File: src/design/assert_macros.svh
// Assertion macros shared by the design files.
// Each macro expects a clock named clk and an active-low reset named rst_n in scope.
`ifndef ASSERT_MACROS_SVH
`define ASSERT_MACROS_SVH

// Checked only while out of reset.
`define DST_ASSERT(lbl, prop, msg) \
  lbl: assert property (@(posedge clk) disable iff (!rst_n) (prop)) else $error(msg);

// Checked on every edge, reset included.
`define DST_ASSERT_ALWAYS(lbl, prop, msg) \
  lbl: assert property (@(posedge clk) (prop)) else $error(msg);

`endif

File: src/design/dst_pkg.sv
// Shared types and constants for the summer-time tracker.
// No dependencies; used by dst_last_sunday and dst_switch_tracker_top.
package dst_pkg;

  localparam int YEAR_W  = 14;
  localparam int MONTH_W = 4;
  localparam int DAY_W   = 5;
  localparam int HOUR_W  = 5;

  localparam int CENT_W  = 8;   // year / 100, up to 163
  localparam int YY_W    = 7;   // year % 100
  localparam int N_W     = 11;  // weekday sum before mod 7

  // year / 100 as (year * RECIP_100) >> RECIP_SHIFT, exact over 14-bit years
  localparam int RECIP_W     = 13;
  localparam int RECIP_SHIFT = 19;
  localparam logic [RECIP_W-1:0] RECIP_100 = 13'd5243;

  localparam logic [MONTH_W-1:0] MON_MARCH   = 4'd3;
  localparam logic [MONTH_W-1:0] MON_OCTOBER = 4'd10;

  // month terms of the weekday formula, 31st-of-month offset folded in
  localparam logic [N_W-1:0] MTERM_MARCH   = 11'd2;
  localparam logic [N_W-1:0] MTERM_OCTOBER = 11'd20;
  localparam logic [N_W-1:0] DAY_OFFSET    = 11'd37;

  localparam logic [DAY_W-1:0]  LAST_DAY    = 5'd31;
  localparam logic [2:0]        WD_SUNDAY   = 3'd6;
  localparam logic [HOUR_W-1:0] SPRING_HOUR = 5'd2;
  localparam logic [HOUR_W-1:0] FALL_HOUR   = 5'd3;
  localparam logic [HOUR_W:0]   HOURS_DAY   = 6'd24;
  localparam logic [HOUR_W:0]   HOURS_2DAY  = 6'd48;

  typedef struct packed {
    logic adv2;   // stage 1 moves into stage 2
    logic adv3;   // stage 2 moves into stage 3
  } stage_ctl_t;

endpackage

File: src/design/dst_last_sunday.sv
// Two-stage last-Sunday calculator for March or October of a given year.
// Depends on dst_pkg; stage advance comes from dst_switch_tracker_top.
module dst_last_sunday (
  input  logic                       clk,
  input  dst_pkg::stage_ctl_t        ctl,
  input  logic [dst_pkg::YEAR_W-1:0] year_i,
  input  logic                       is_oct_i,
  output logic [dst_pkg::DAY_W-1:0]  last_sun_o
);
  import dst_pkg::*;

  logic [YEAR_W+RECIP_W-1:0] prod;
  logic [CENT_W-1:0]         cent_r;
  logic [YEAR_W-1:0]         year2_r;
  logic [YEAR_W-1:0]         yy_full;
  logic [YY_W-1:0]           yy;
  logic [N_W-1:0]            n_nxt;
  logic [N_W-1:0]            n_r;
  logic [4:0]                fold1;
  logic [3:0]                fold2;
  logic [2:0]                wday;
  logic [2:0]                back;

  // stage 2: century by reciprocal multiply
  assign prod = (YEAR_W+RECIP_W)'(year_i) * (YEAR_W+RECIP_W)'(RECIP_100);

  always_ff @(posedge clk) begin
    if (ctl.adv2) begin
      cent_r  <= prod[RECIP_SHIFT +: CENT_W];
      year2_r <= year_i;
    end
  end

  // stage 3: weekday sum
  assign yy_full = year2_r - (YEAR_W'(cent_r) * YEAR_W'(100));
  assign yy      = yy_full[YY_W-1:0];
  assign n_nxt   = (is_oct_i ? MTERM_OCTOBER : MTERM_MARCH)
                 + N_W'(yy) + N_W'(yy >> 2)
                 + N_W'(cent_r >> 2)
                 + N_W'(cent_r) + (N_W'(cent_r) << 2)
                 + DAY_OFFSET;

  always_ff @(posedge clk) begin
    if (ctl.adv3) begin
      n_r <= n_nxt;
    end
  end

  // mod 7 by folding octal digits, since 8 is 1 mod 7
  assign fold1 = 5'(n_r[2:0]) + 5'(n_r[5:3]) + 5'(n_r[8:6]) + 5'(n_r[10:9]);
  assign fold2 = 4'(fold1[2:0]) + 4'(fold1[4:3]);
  assign wday  = (fold2 >= 4'd7) ? 3'(fold2 - 4'd7) : fold2[2:0];

  // days from the 31st back to its Sunday
  assign back       = (wday == WD_SUNDAY) ? 3'd0 : 3'(wday + 3'd1);
  assign last_sun_o = LAST_DAY - DAY_W'(back);

endmodule

File: src/design/dst_switch_tracker_top.sv
// Summer/winter time tracker: a pipelined path from request to result.
// Throughput one request per cycle unless out_ready holds the pipeline; stages
// 2-3 compute the weekday, the output stage holds the summer flag and the output register.
// A held result does not block intake while upstream stages have room.
// Synchronous active-low reset empties the pipeline and sets summer time.
`include "assert_macros.svh"

module dst_switch_tracker_top (
  input  logic                        clk,
  input  logic                        rst_n,
  input  logic                        in_valid,
  output logic                        in_ready,
  input  logic [dst_pkg::YEAR_W-1:0]  in_year,
  input  logic [dst_pkg::MONTH_W-1:0] in_month,
  input  logic [dst_pkg::DAY_W-1:0]   in_day,
  input  logic [dst_pkg::HOUR_W-1:0]  in_hour,
  output logic                        out_valid,
  input  logic                        out_ready,
  output logic                        out_summer_time,
  output logic                        out_changed,
  output logic [dst_pkg::HOUR_W-1:0]  out_corrected_hour
);
  import dst_pkg::*;

  logic v1_r, v1_nxt, v2_r, v2_nxt, v3_r, v3_nxt, ov_r, ov_nxt;
  logic in_acc, adv_out;
  stage_ctl_t ctl;

  logic [YEAR_W-1:0]  s1_year_r;
  logic [MONTH_W-1:0] s1_month_r, s2_month_r, s3_month_r;
  logic [DAY_W-1:0]   s1_day_r, s2_day_r, s3_day_r;
  logic [HOUR_W-1:0]  s1_hour_r, s2_hour_r, s3_hour_r;

  logic [DAY_W-1:0]   last_sun;
  logic               flag_r, flag_nxt;
  logic               is_mar;
  logic [HOUR_W:0]    fwd, bwd;
  logic [HOUR_W-1:0]  corr;

  logic               out_summer_r, out_changed_r;
  logic [HOUR_W-1:0]  out_hour_r;

  assign adv_out  = v3_r && (!ov_r || out_ready);
  assign ctl.adv3 = v2_r && (!v3_r || adv_out);
  assign ctl.adv2 = v1_r && (!v2_r || ctl.adv3);
  assign in_ready = !v1_r || ctl.adv2;
  assign in_acc   = in_valid && in_ready;

  assign v1_nxt = in_acc   ? 1'b1 : (ctl.adv2 ? 1'b0 : v1_r);
  assign v2_nxt = ctl.adv2 ? 1'b1 : (ctl.adv3 ? 1'b0 : v2_r);
  assign v3_nxt = ctl.adv3 ? 1'b1 : (adv_out  ? 1'b0 : v3_r);
  assign ov_nxt = adv_out  ? 1'b1 : ((ov_r && out_ready) ? 1'b0 : ov_r);

  always_ff @(posedge clk) begin
    if (!rst_n) begin
      v1_r   <= 1'b0;
      v2_r   <= 1'b0;
      v3_r   <= 1'b0;
      ov_r   <= 1'b0;
      flag_r <= 1'b1;
    end else begin
      v1_r <= v1_nxt;
      v2_r <= v2_nxt;
      v3_r <= v3_nxt;
      ov_r <= ov_nxt;
      if (adv_out) begin
        flag_r <= flag_nxt;
      end
    end
  end

  always_ff @(posedge clk) begin
    if (in_acc) begin
      s1_year_r  <= in_year;
      s1_month_r <= in_month;
      s1_day_r   <= in_day;
      s1_hour_r  <= in_hour;
    end
    if (ctl.adv2) begin
      s2_month_r <= s1_month_r;
      s2_day_r   <= s1_day_r;
      s2_hour_r  <= s1_hour_r;
    end
    if (ctl.adv3) begin
      s3_month_r <= s2_month_r;
      s3_day_r   <= s2_day_r;
      s3_hour_r  <= s2_hour_r;
    end
    if (adv_out) begin
      out_summer_r  <= flag_nxt;
      out_changed_r <= flag_nxt != flag_r;
      out_hour_r    <= corr;
    end
  end

  dst_last_sunday u_last_sun (
    .clk        (clk),
    .ctl        (ctl),
    .year_i     (s1_year_r),
    .is_oct_i   (s2_month_r == MON_OCTOBER),
    .last_sun_o (last_sun)
  );

  assign is_mar = (s3_month_r == MON_MARCH);

  always_comb begin
    flag_nxt = flag_r;
    if (s3_month_r > MON_MARCH && s3_month_r < MON_OCTOBER) begin
      flag_nxt = 1'b1;
    end else if (s3_month_r != MON_MARCH && s3_month_r != MON_OCTOBER) begin
      flag_nxt = 1'b0;
    end else if (s3_day_r > last_sun) begin
      flag_nxt = is_mar;
    end else if (s3_day_r < last_sun) begin
      flag_nxt = !is_mar;
    end else if (is_mar) begin
      flag_nxt = s3_hour_r >= SPRING_HOUR;
    end else if (s3_hour_r >= FALL_HOUR) begin
      flag_nxt = 1'b0;
    end else if (s3_hour_r < SPRING_HOUR) begin
      flag_nxt = 1'b1;
    end
    // hour two of the switch day in October: keep the current flag
  end

  // wrap the shifted hour mod 24
  always_comb begin
    fwd = (HOUR_W+1)'(s3_hour_r) + 6'd1;
    bwd = (HOUR_W+1)'(s3_hour_r) + 6'd23;
    if (fwd >= HOURS_DAY) begin
      fwd = fwd - HOURS_DAY;
    end
    if (bwd >= HOURS_2DAY) begin
      bwd = bwd - HOURS_2DAY;
    end else if (bwd >= HOURS_DAY) begin
      bwd = bwd - HOURS_DAY;
    end
    if (flag_nxt == flag_r) begin
      corr = s3_hour_r;
    end else if (flag_nxt) begin
      corr = fwd[HOUR_W-1:0];
    end else begin
      corr = bwd[HOUR_W-1:0];
    end
  end

  assign out_valid          = ov_r;
  assign out_summer_time    = out_summer_r;
  assign out_changed        = out_changed_r;
  assign out_corrected_hour = out_hour_r;

  `DST_ASSERT(a_flag_tracks_out, adv_out |=> (flag_r == out_summer_r),
              "summer flag and delivered result disagree")
  `DST_ASSERT(a_hour_passthru, (adv_out && flag_nxt == flag_r) |=> (out_hour_r == $past(s3_hour_r)),
              "hour altered without a flag change")
  `DST_ASSERT_ALWAYS(a_reset_empty, !rst_n |=> (!ov_r && !v1_r && !v2_r && !v3_r && flag_r),
                     "pipeline not cleared by reset")

endmodule
File: config.mk
export PLATFORM = sky130hd
export DESIGN_NAME = dst_switch_tracker_top
export DESIGN_NICKNAME = d
export VERILOG_FILES = /design/src/design/dst_pkg.sv /design/src/design/dst_last_sunday.sv /design/src/design/dst_switch_tracker_top.sv
export VERILOG_INCLUDE_DIRS = /design/src /design/src/design
export SDC_FILE = /design/constraint.sdc
export NUM_CORES = 1
export LEC_CHECK = 0
export BUFFER_PORTS_ARGS = -buffer_cell sky130_fd_sc_hd__buf_2
export CAP_MARGIN = 20
export CORE_UTILIZATION = 34
export DETAILED_ROUTE_END_ITERATION = 16
export PLACE_DENSITY = 0.62
export SETUP_SLACK_MARGIN = 0.2
export SYNTH_ARGS = -nofsm -noshare
export SYNTH_HDL_FRONTEND = slang
export SYNTH_SLANG_ARGS = --single-unit
File: constraint.sdc
create_clock -name clk -period 6.3 [get_ports clk]
set_input_delay 1.575 -clock clk [delete_from_list [all_inputs] [get_ports clk]]
set_output_delay 1.575 -clock clk [all_outputs]
set_load 0.02 [all_outputs]
==> flow_summary.json, run 1 <==
{
  "diodes": 0,
  "nets": 1028,
  "synth_top_area_share_pct": 31.6,
  "synth-main-ff-cell": "edfxtp_1",
  "clkLatencyLatePin_ns": 0.35,
  "hold_violations": 0,
  "syn_avg_cell_area_sq_um": 12.0,
  "highest_layer": "met4",
  "critPathMaxFanout": 5,
  "ff_latch_area_sq_um": 2770,
  "synthesis.nets": 969,
  "syn_area_sq_um": 8460,
  "firstDrtPassIters": 4,
  "dp_slack_ns": -0.0643,
  "grt_pass1_wl_microns": 25100,
  "ys_top_cells_by_area": "edfxtp_1 32%, ha_1 21%, fa_1 21%",
  "wl_per_cell_microns": 13.5,
  "synth-seq-area-share_pct": 32.8,
  "dp_hpwl_microns": 12000,
  "ios": 41,
  "cp.arrival_ns": 6.16,
  "route.detailed.drc": 0,
  "timing.critical_path.from": "u_last_sun.n_r[0]",
  "drtAntennaViolNets": 0,
  "cts.reportedPaths.clkPinSlew_ns": 0.07,
  "period_needed_ns": 6.06,
  "vias": 5019,
  "drt-total-wl_microns": 14700,
  "synth_edf_count": 89,
  "synth_top_cell_by_area": "edfxtp_1",
  "met1Wirelength_microns": 6630,
  "multi_input_area_sq_um": 5190,
  "drt_iter0_markers": 189,
  "cts_root_buf": "clkbuf_16",
  "antenna_found_initial": 0,
  "async_flop_share_pct": 0,
  "rsz0062_at_grt": "true",
  "coreArea_sq_um": 24400,
  "fin_crit_sh_pct": 96.2,
  "fin_util_pct": 39.1,
  "final_common_cell": "inv_1",
  "vias_per_cell": 4.58,
  "synth_cell_types": 60,
  "finClkSkew_ns": 0.00763,
  "drive_above_1_share_pct": 13.6,
  "syn_to_final_growth_pct": 12.9,
  "hold_class": "reg -> reg",
  "critPathRequiredTime_ns": 6.40,
  "wl_met3_microns": 309,
  "cts_buffers": 9,
  "num_rows": 57,
  "met2WireLength_microns": 7580,
  "htreeDepth": 3,
  "fmax_ghz": 0.165,
  "drv_slew": 0,
  "yosys_register_bits": 94,
  "die_area_sq_um": 25500,
  "portBuffers": 40,
  "die_width_microns": 160,
  "initial_core_util_pct": 34.7,
  "clock-sinks": 94,
  "n_fill_cell": 2366,
  "cts_tree": "yes",
  "slew_headroom_pct": 64.1,
  "tightest_slew_ns": 0.538,
  "grt_overflow_total": 0,
  "cp-start-kind": "flop",
  "max-clock-path-buffers": 2,
  "ctsHoldBuffers": 0,
  "end_kind": "flop",
  "drv_cap": 0,
  "crit_type": "reg -> reg",
  "die_h_microns": 160,
  "setup_viol": 0,
  "worstHoldStart": "s2_hour_r[1]",
  "grt_max_degree": 30,
  "yosys_warnings": 0,
  "mostFrequentLayoutCells": "156 x inv_1, 135 x ha_1, 89 x edfxtp_1",
  "reg2reg_from": "u_last_sun.n_r[0]",
  "setup_ws_ns": 0.238,
  "synth_cells": 707,
  "grt_pass1_vias": 5234,
  "outcome": "complete, no violations",
  "grt_usage_pct": 12.5,
  "gp_congestion": 0.796
}
sequential cells by signal (all words and copies together) (netlist names), 4 cells and up:
signal              cells
out_corrected_hour      5
s1_day_r                5
s1_hour_r               5
s1_month_r              4
s1_year_r              14
s2_day_r                5
s2_hour_r               5
s2_month_r              4
s3_day_r                5
s3_hour_r               5
s3_month_r              4
u_last_sun.cent_r       8
u_last_sun.n_r         11
u_last_sun.year2_r      7
final timing paths:
| check | to | slack, ns | depth (start not counted) |
|---|---|---|---|
| setup / recovery | out_corrected_hour[4] | 0.24 | 26 |
| hold / removal | s3_hour_r[1] | 0.42 | 0 |
| setup reg to reg | out_corrected_hour[4] | 0.24 | 26 |
| hold reg to reg | s3_hour_r[1] | 0.42 | 0 |
metrics by stage:
step / hold WS [ns] / instances / instance area [sq um] / setup TNS (ns)
floorplan: 0.400 / 707 / 8460 / 0
global placement: 0.403 / 1071 / 9080 / 0
detailed placement: 0.405 / 1071 / 9080 / -0.125
CTS: 0.419 / 1094 / 9490 / 0
global route: 0.422 / 1095 / 9550 / 0
finish: 0.418 / 1095 / 9550 / 0
critical path, stage by stage, from the launching register on:
cell and delay, ns:
edfxtp_1 0.37, ha_2 0.21, fa_1 0.49, fa_1 0.42, ha_2 0.21, fa_2 0.34, xor2_1 0.16, ha_2 0.21
fa_2 0.47, ha_4 0.19, nor2b_4 0.12, o21ai_2 0.12, o21ai_2 0.10, xnor2_2 0.22, buf_4 0.17, ha_4 0.14
nor2_1 0.04, mux2_2 0.28, ha_4 0.27, and2_4 0.13, o2111ai_1 0.10, o2111a_1 0.17, o211ai_2 0.22, nand3_4 0.15
clkinv_4 0.10, o21ai_2 0.05, a221o_1 0.36
cells by family after synthesis:
group	Yosys count	share of synthesized area [%]
DFF	94	32.8
adders and majority gates	230	41.8
and+or+nand+nor	90	5.95
AOI/OAI and AO/OA	89	7.52
buffers and inverters	163	7.47
xor gates and xnor gates	32	3.40
muxes	9	1.12
per-layer routing:
metal	track usage [%]	up-vias
met5	0	-
met4	3.54	0
met3	2.34	15
met2	22.4	43
met1	15.2	2457
li1	-	2504
repair_timing:
action,4_1_cts,5_1_grt
setup endpoints to repair,6,8
endpoints found under the hold margin,0,0
buffers inserted,7,1
resized for setup,14,12
pin swaps,18,18
synth_stat cells, types with 3 or more instances:
cell	n
nand2b_1	9
inv_1	157
mux2i_1	5
xnor2_1	21
nand3b_1	3
ha_1	143
and2_1	3
o211ai_1	4
nor2b_1	10
o21a_1	5
mux2_2	4
nor3_1	5
nor2_1	14
nand3_1	12
xor2_1	10
a21boi_0	3
fa_1	87
a21o_1	13
nand4_1	6
a31oi_1	4
a21oi_1	23
o21ai_0	13
dfxtp_1	5
edfxtp_1	89
nand2_1	19
final cells by class:
cell class,instances,share of cell area [%]
Clock inverter,6,0.550
Inverter,159,6.30
Clock buffer,10,2.40
Tap cell,324,4.25
Timing Repair Buffer,52,3.08
Multi-Input combinational cell,450,54.4
Sequential cell,94,29.0
Power of run 1 is not shown: default switching activity piles up to over one toggle a cycle in this logic, so the estimate is an artifact.
==> run 2: changes to the inputs <==
--- a/config.mk
+++ b/config.mk
@@ -7,11 +7,12 @@
 export NUM_CORES = 1
 export LEC_CHECK = 0
 export BUFFER_PORTS_ARGS = -buffer_cell sky130_fd_sc_hd__buf_2
-export CAP_MARGIN = 20
+export CAP_MARGIN = 30
 export CORE_UTILIZATION = 34
 export DETAILED_ROUTE_END_ITERATION = 16
 export PLACE_DENSITY = 0.62
 export SETUP_SLACK_MARGIN = 0.2
 export SYNTH_ARGS = -nofsm -noshare
 export SYNTH_HDL_FRONTEND = slang
+export SYNTH_HIERARCHICAL = 1
 export SYNTH_SLANG_ARGS = --single-unit
==> run 2 against run 1 <==
Utilization up 0.060 points. Synthesized area decreased by 0.81%. Largest cell class unchanged. Global-route usage shrank 0.78 points. Clock skew grew 0.0042 ns. Fmax grew 0.62%. Flip-flop and latch count is the same.
==> flow_summary.json, run 2 <==
{
  "async_flop_share_pct": 0,
  "cts_root_buf": "clkbuf_16",
  "synth-seq-area-share_pct": 33.1,
  "grt_overflow_total": 0,
  "yosys_warnings": 6,
  "synth_top_cell_by_area": "edfxtp_1",
  "drt-total-wl_microns": 13700,
  "synth_commonest_cells": "163 x inv_1, 142 x ha_1, 89 x edfxtp_1",
  "drv_cap": 0,
  "end_kind": "flop",
  "synth_cell_types": 61,
  "gp_congestion": 0.790,
  "ys_top_cells_by_area": "edfxtp_1 32%, ha_1 21%, fa_1 21%",
  "drv_slew": 0,
  "grt_pass1_vias": 5062,
  "initial_core_util_pct": 34.6,
  "nets": 1033,
  "slew_headroom_pct": 37.7,
  "final_common_cell": "inv_1",
  "synth-main-ff-cell": "edfxtp_1",
  "grt_usage_pct": 11.7,
  "mostFrequentLayoutCells": "159 x inv_1, 138 x ha_1, 89 x edfxtp_1",
  "htreeDepth": 3,
  "vias": 4897,
  "portBuffers": 40,
  "cp.arrival_ns": 6.13,
  "synth_cells": 711,
  "drive_above_1_share_pct": 13.7,
  "num_rows": 57,
  "tightest_slew_ns": 0.921,
  "setup_tns_ns": 0,
  "finClkSkew_ns": 0.0119,
  "die_width_microns": 159,
  "cts.reportedPaths.clkPinSlew_ns": 0.07,
  "coreArea_sq_um": 24200,
  "diodes": 0,
  "yosys_register_bits": 94,
  "critPathRequiredTime_ns": 6.41,
  "cts_tree": "yes",
  "syn_area_sq_um": 8390,
  "setup_viol": 0,
  "clkLatencyLatePin_ns": 0.35,
  "grt_max_degree": 30,
  "crit_type": "reg -> reg",
  "hold_class": "reg -> reg",
  "syn_avg_cell_area_sq_um": 11.8,
  "fin_util_pct": 39.2,
  "cts_buffers": 9,
  "max-clock-path-buffers": 2,
  "outcome": "complete, no violations",
  "n_fill_cell": 2326,
  "route.detailed.drc": 0,
  "die_area_sq_um": 25300,
  "fmax_ghz": 0.166,
  "grt_pass1_wl_microns": 23700,
  "regMostFlops": "s1_year_r",
  "die_h_microns": 159,
  "drtAntennaViolNets": 0,
  "antenna_found_initial": 0,
  "ctsHoldBuffers": 0,
  "syn_to_final_growth_pct": 13.3,
  "top_regs": "s1_year_r (14), u_last_sun/n_r (11), u_last_sun/cent_r (8)",
  "ios": 41,
  "fin_crit_sh_pct": 95.6,
  "critPathMaxFanout": 6,
  "period_needed_ns": 6.02,
  "firstDrtPassIters": 4,
  "vias_per_cell": 4.45,
  "largest_reg_flops": 14,
  "dp_hpwl_microns": 11400,
  "clock-sinks": 94,
  "cp-start-kind": "flop",
  "hold_ws_ns": 0.422,
  "synth_edf_count": 89,
  "drt_iter0_markers": 181,
  "wl_per_cell_microns": 12.5,
  "hold_violations": 0,
  "synth_most_common_cell": "inv_1",
  "rsz0062_at_grt": "true",
  "synth_top_area_share_pct": 31.9
}
run 2: metal layers:
layer / routed length [microns] / share of wire (%) / GRT usage, %
met1: 6200 / 45 / 14.4
met2: 7150 / 52 / 20.9
met4: 123 / 0.90 / 2.88
met5: 0 / 0 / 0
met3: 270 / 2.0 / 2.34
run 2: critical path, stage by stage, from the launching register on:
cell and delay [ns]:
edfxtp_1 0.32, inv_1 0.05, fa_1 0.48, fa_1 0.50
inv_2 0.04, ha_4 0.15, fa_2 0.36, xor2_2 0.14
ha_2 0.21, inv_2 0.04, fa_1 0.47, inv_2 0.10
ha_4 0.17, nand2b_4 0.12, o21ai_2 0.06, nand2_2 0.08
o31ai_4 0.09, or2_0 0.24, mux4_2 0.47, inv_2 0.09
ha_4 0.21, nand2b_4 0.06, a21oi_2 0.06, o31a_2 0.37
nor4_4 0.37, buf_4 0.20, xnor2_4 0.08, o221a_1 0.26
run 2: area by class of cell:
type	count	area, sq um	share of cell area (%)
clock buffers	9	225	2.37
inverters	165	621	6.53
well taps	324	405	4.26
multi-input cells	448	5110	53.7
flip-flops and latches	94	2770	29.2
clock inverters	7	62.6	0.658
repair buffers	53	310	3.26
run 2: worst paths after layout:
| path | cells after the start | end | startpoint | slack [ns] |
|---|---|---|---|---|
| worst min-delay path | 0 | s3_day_r[2] | s2_day_r[2] | 0.42 |
| worst max-delay path | 27 | out_corrected_hour[4] | u_last_sun/n_r[4] | 0.28 |
| worst max register to register | 27 | out_corrected_hour[4] | u_last_sun/n_r[4] | 0.28 |
| worst min register to register | 0 | s3_day_r[2] | s2_day_r[2] | 0.42 |
run 2: cells by family (layout without fill, tap and decap cells):
logic type	count (synthesis)	count (layout)	synth area share, %
XOR/XNOR	28	28	2.92
multiplexers	8	8	1.13
buffers and inverters	170	234	7.71
adder cells (fa/ha/maj)	230	230	42.2
AO/OA/AOI/OAI	76	76	6.49
AND/OR/NAND/NOR	104	104	6.46
other	1	2	0.0447
flip-flops	94	94	33.1
run 2: timing repair:
item                                   CTS  global route
setup buffers                            4             4
gates resized for setup                  8            14
setup endpoints to repair                5             6
cloned                                   0             0
endpoints found under the hold margin    0             0
pin swaps                                5            12
run 2: stage by stage:
stage / instance area (sq um) / setup slack, ns / instances
after floorplan: 8390 / 0.265 / 712
after global placement: 9020 / 0.211 / 1075
after detailed placement: 9040 / 0.00184 / 1076
after CTS: 9400 / 0.241 / 1096
after global routing: 9510 / 0.000276 / 1100
final: 9510 / 0.276 / 1100
Power of run 2 is left out for the same reason.
==> run 3: changes to the inputs <==
--- a/config.mk
+++ b/config.mk
@@ -10,8 +10,10 @@
 export CAP_MARGIN = 30
 export CORE_UTILIZATION = 34
 export DETAILED_ROUTE_END_ITERATION = 16
+export GPL_TIMING_DRIVEN = 0
 export PLACE_DENSITY = 0.62
 export SETUP_SLACK_MARGIN = 0.2
+export SLEW_MARGIN = 15
 export SYNTH_ARGS = -nofsm -noshare
 export SYNTH_HDL_FRONTEND = slang
 export SYNTH_HIERARCHICAL = 1
==> run 3 against run 2 <==
Utilization grew 0.41 points. Via count is 1.5% higher. Non-clock buffer count up 6. Die area stayed put. Sequential share of layout area fell by 0.30 points. Flip-flop and latch count unchanged. Worst hold slack worse by 0.0063 ns.
==> flow_summary.json, run 3 (synthesis results as in run 2) <==
{
  "outcome": "complete, no violations",
  "route.detailed.drc": 0,
  "critPathMaxFanout": 5,
  "drive_above_1_share_pct": 14.2,
  "antenna_found_initial": 0,
  "cts.reportedPaths.clkPinSlew_ns": 0.07,
  "regMostFlops": "s1_year_r",
  "slew_headroom_pct": 59.7,
  "drv_cap": 0,
  "htreeDepth": 3,
  "hold_ws_ns": 0.415,
  "gp_congestion": 0.820,
  "rsz0062_at_grt": "true",
  "max-clock-path-buffers": 2,
  "largest_reg_flops": 14,
  "clock-sinks": 94,
  "drtAntennaViolNets": 0,
  "cts_root_buf": "clkbuf_16",
  "drv_slew": 0,
  "grt_overflow_total": 0,
  "finClkSkew_ns": 0.0101,
  "hold_class": "reg -> reg",
  "gr-usage-met2_pct": 20.5,
  "num_rows": 57,
  "wl_per_cell_microns": 12.3,
  "critPathRequiredTime_ns": 6.39,
  "hold-path-cell-count": 0,
  "firstDrtPassIters": 4,
  "fin_crit_sh_pct": 93.5,
  "setup_viol": 0,
  "clkLatencyLatePin_ns": 0.35,
  "timing.critical_path.from": "u_last_sun/n_r[7]",
  "slowest_stage": "fa_1",
  "syn_to_final_growth_pct": 14.5,
  "ff2ff_path_depth": 28,
  "drt_iter0_markers": 177,
  "grt_usage_pct": 11.5,
  "cp.arrival_ns": 5.98,
  "dp_hpwl_microns": 11300,
  "top_usage_layer": "met2",
  "grt_max_degree": 24,
  "coreArea_sq_um": 24200,
  "cp-start-kind": "flop",
  "grt_pass1_wl_microns": 23400,
  "diodes": 0,
  "vias_per_cell": 4.50,
  "die_h_microns": 159,
  "drt-total-wl_microns": 13600,
  "mostFrequentLayoutCells": "157 x inv_1, 138 x ha_1, 89 x edfxtp_1",
  "fmax_ghz": 0.170,
  "dpl.cell_count": 1080,
  "period_needed_ns": 5.89,
  "die_width_microns": 159,
  "top_regs": "s1_year_r (14), u_last_sun/n_r (11), u_last_sun/cent_r (8)",
  "worstHoldStart": "s2_hour_r[3]",
  "cts_buffers": 9,
  "cpMostUsedCell": "inv_2",
  "reg2reg_from": "u_last_sun/n_r[7]",
  "met1_usage_pct": 13.9,
  "die_area_sq_um": 25300,
  "vias": 4972,
  "nets": 1039,
  "cts_tree": "yes",
  "end_kind": "flop",
  "gr-usage-met3_pct": 2.47,
  "crit_type": "reg -> reg",
  "grt_pass1_vias": 5078,
  "slowest_delay_ns": 0.50,
  "tightest_slew_ns": 0.597,
  "initial_core_util_pct": 34.6,
  "hold_violations": 0,
  "portBuffers": 40,
  "final_cells": 1106,
  "ios": 41,
  "final_common_cell": "inv_1"
}
==> run 3: per-stage QoR <==
stage	area, sq um	setup TNS [ns]	utilization [%]	setup WS (ns)
after detailed placement	9100	-1.16	37.5	-0.291
after CTS	9500	0	39.2	0.219
after global placement	9000	-0.909	37.1	-0.252
final	9610	0	39.6	0.407
after global routing	9610	0	39.6	0.140
after floorplan	8390	0	-	0.265
==> run 3: path summary, 6_finish.rpt <==
path                           endpoint  slack [ns]
hold / removal             s3_hour_r[3]        0.42
hold reg to reg            s3_hour_r[3]        0.42
setup reg to reg  out_corrected_hour[2]        0.41
setup / recovery  out_corrected_hour[2]        0.41
==> run 3: worst max-delay path: cells and delay by family (launching register included) <==
| kind | cells | cell delay (ns) |
|---|---|---|
| multiplexers | 2 | 0.66 |
| AO/OA/AOI/OAI | 4 | 0.55 |
| adder cells (fa/ha/maj) | 8 | 2.47 |
| buffers and inverters | 7 | 0.61 |
| AND/OR/NAND/NOR | 5 | 0.71 |
| flip-flops | 1 | 0.38 |
| XOR/XNOR | 2 | 0.25 |
==> run 3: timing repair <==
item | 4_1_cts | 5_1_grt
resized for setup | 9 | 19
hold buffers | 0 | 0
gates cloned | 0 | 0
pin swaps | 8 | 10
endpoints found under the hold margin | 0 | 0
setup endpoints to repair | 8 | 7
setup buffers | 8 | 2
==> run 3: layer usage <==
metal / wire length [microns] / share of wire [%] / vias up
li1: - / - / 2501
met1: 6010 / 44 / 2412
met2: 7100 / 52 / 45
met3: 319 / 2.3 / 14
met4: 193 / 1.4 / 0
met5: 0 / 0 / -
==> run 3: layout make-up <==
cell class                 instances  area, sq um
buffer                             5         26.3
clock buffer                      10          229
clock inverter                     6         78.8
fill                            2388        14600
inverter                         165          621
multi-input combinational        448         5110
sequential                        94         2770
tap                              324          405
timing repair buffer              54          362
Power of run 3 is left out for the same reason.
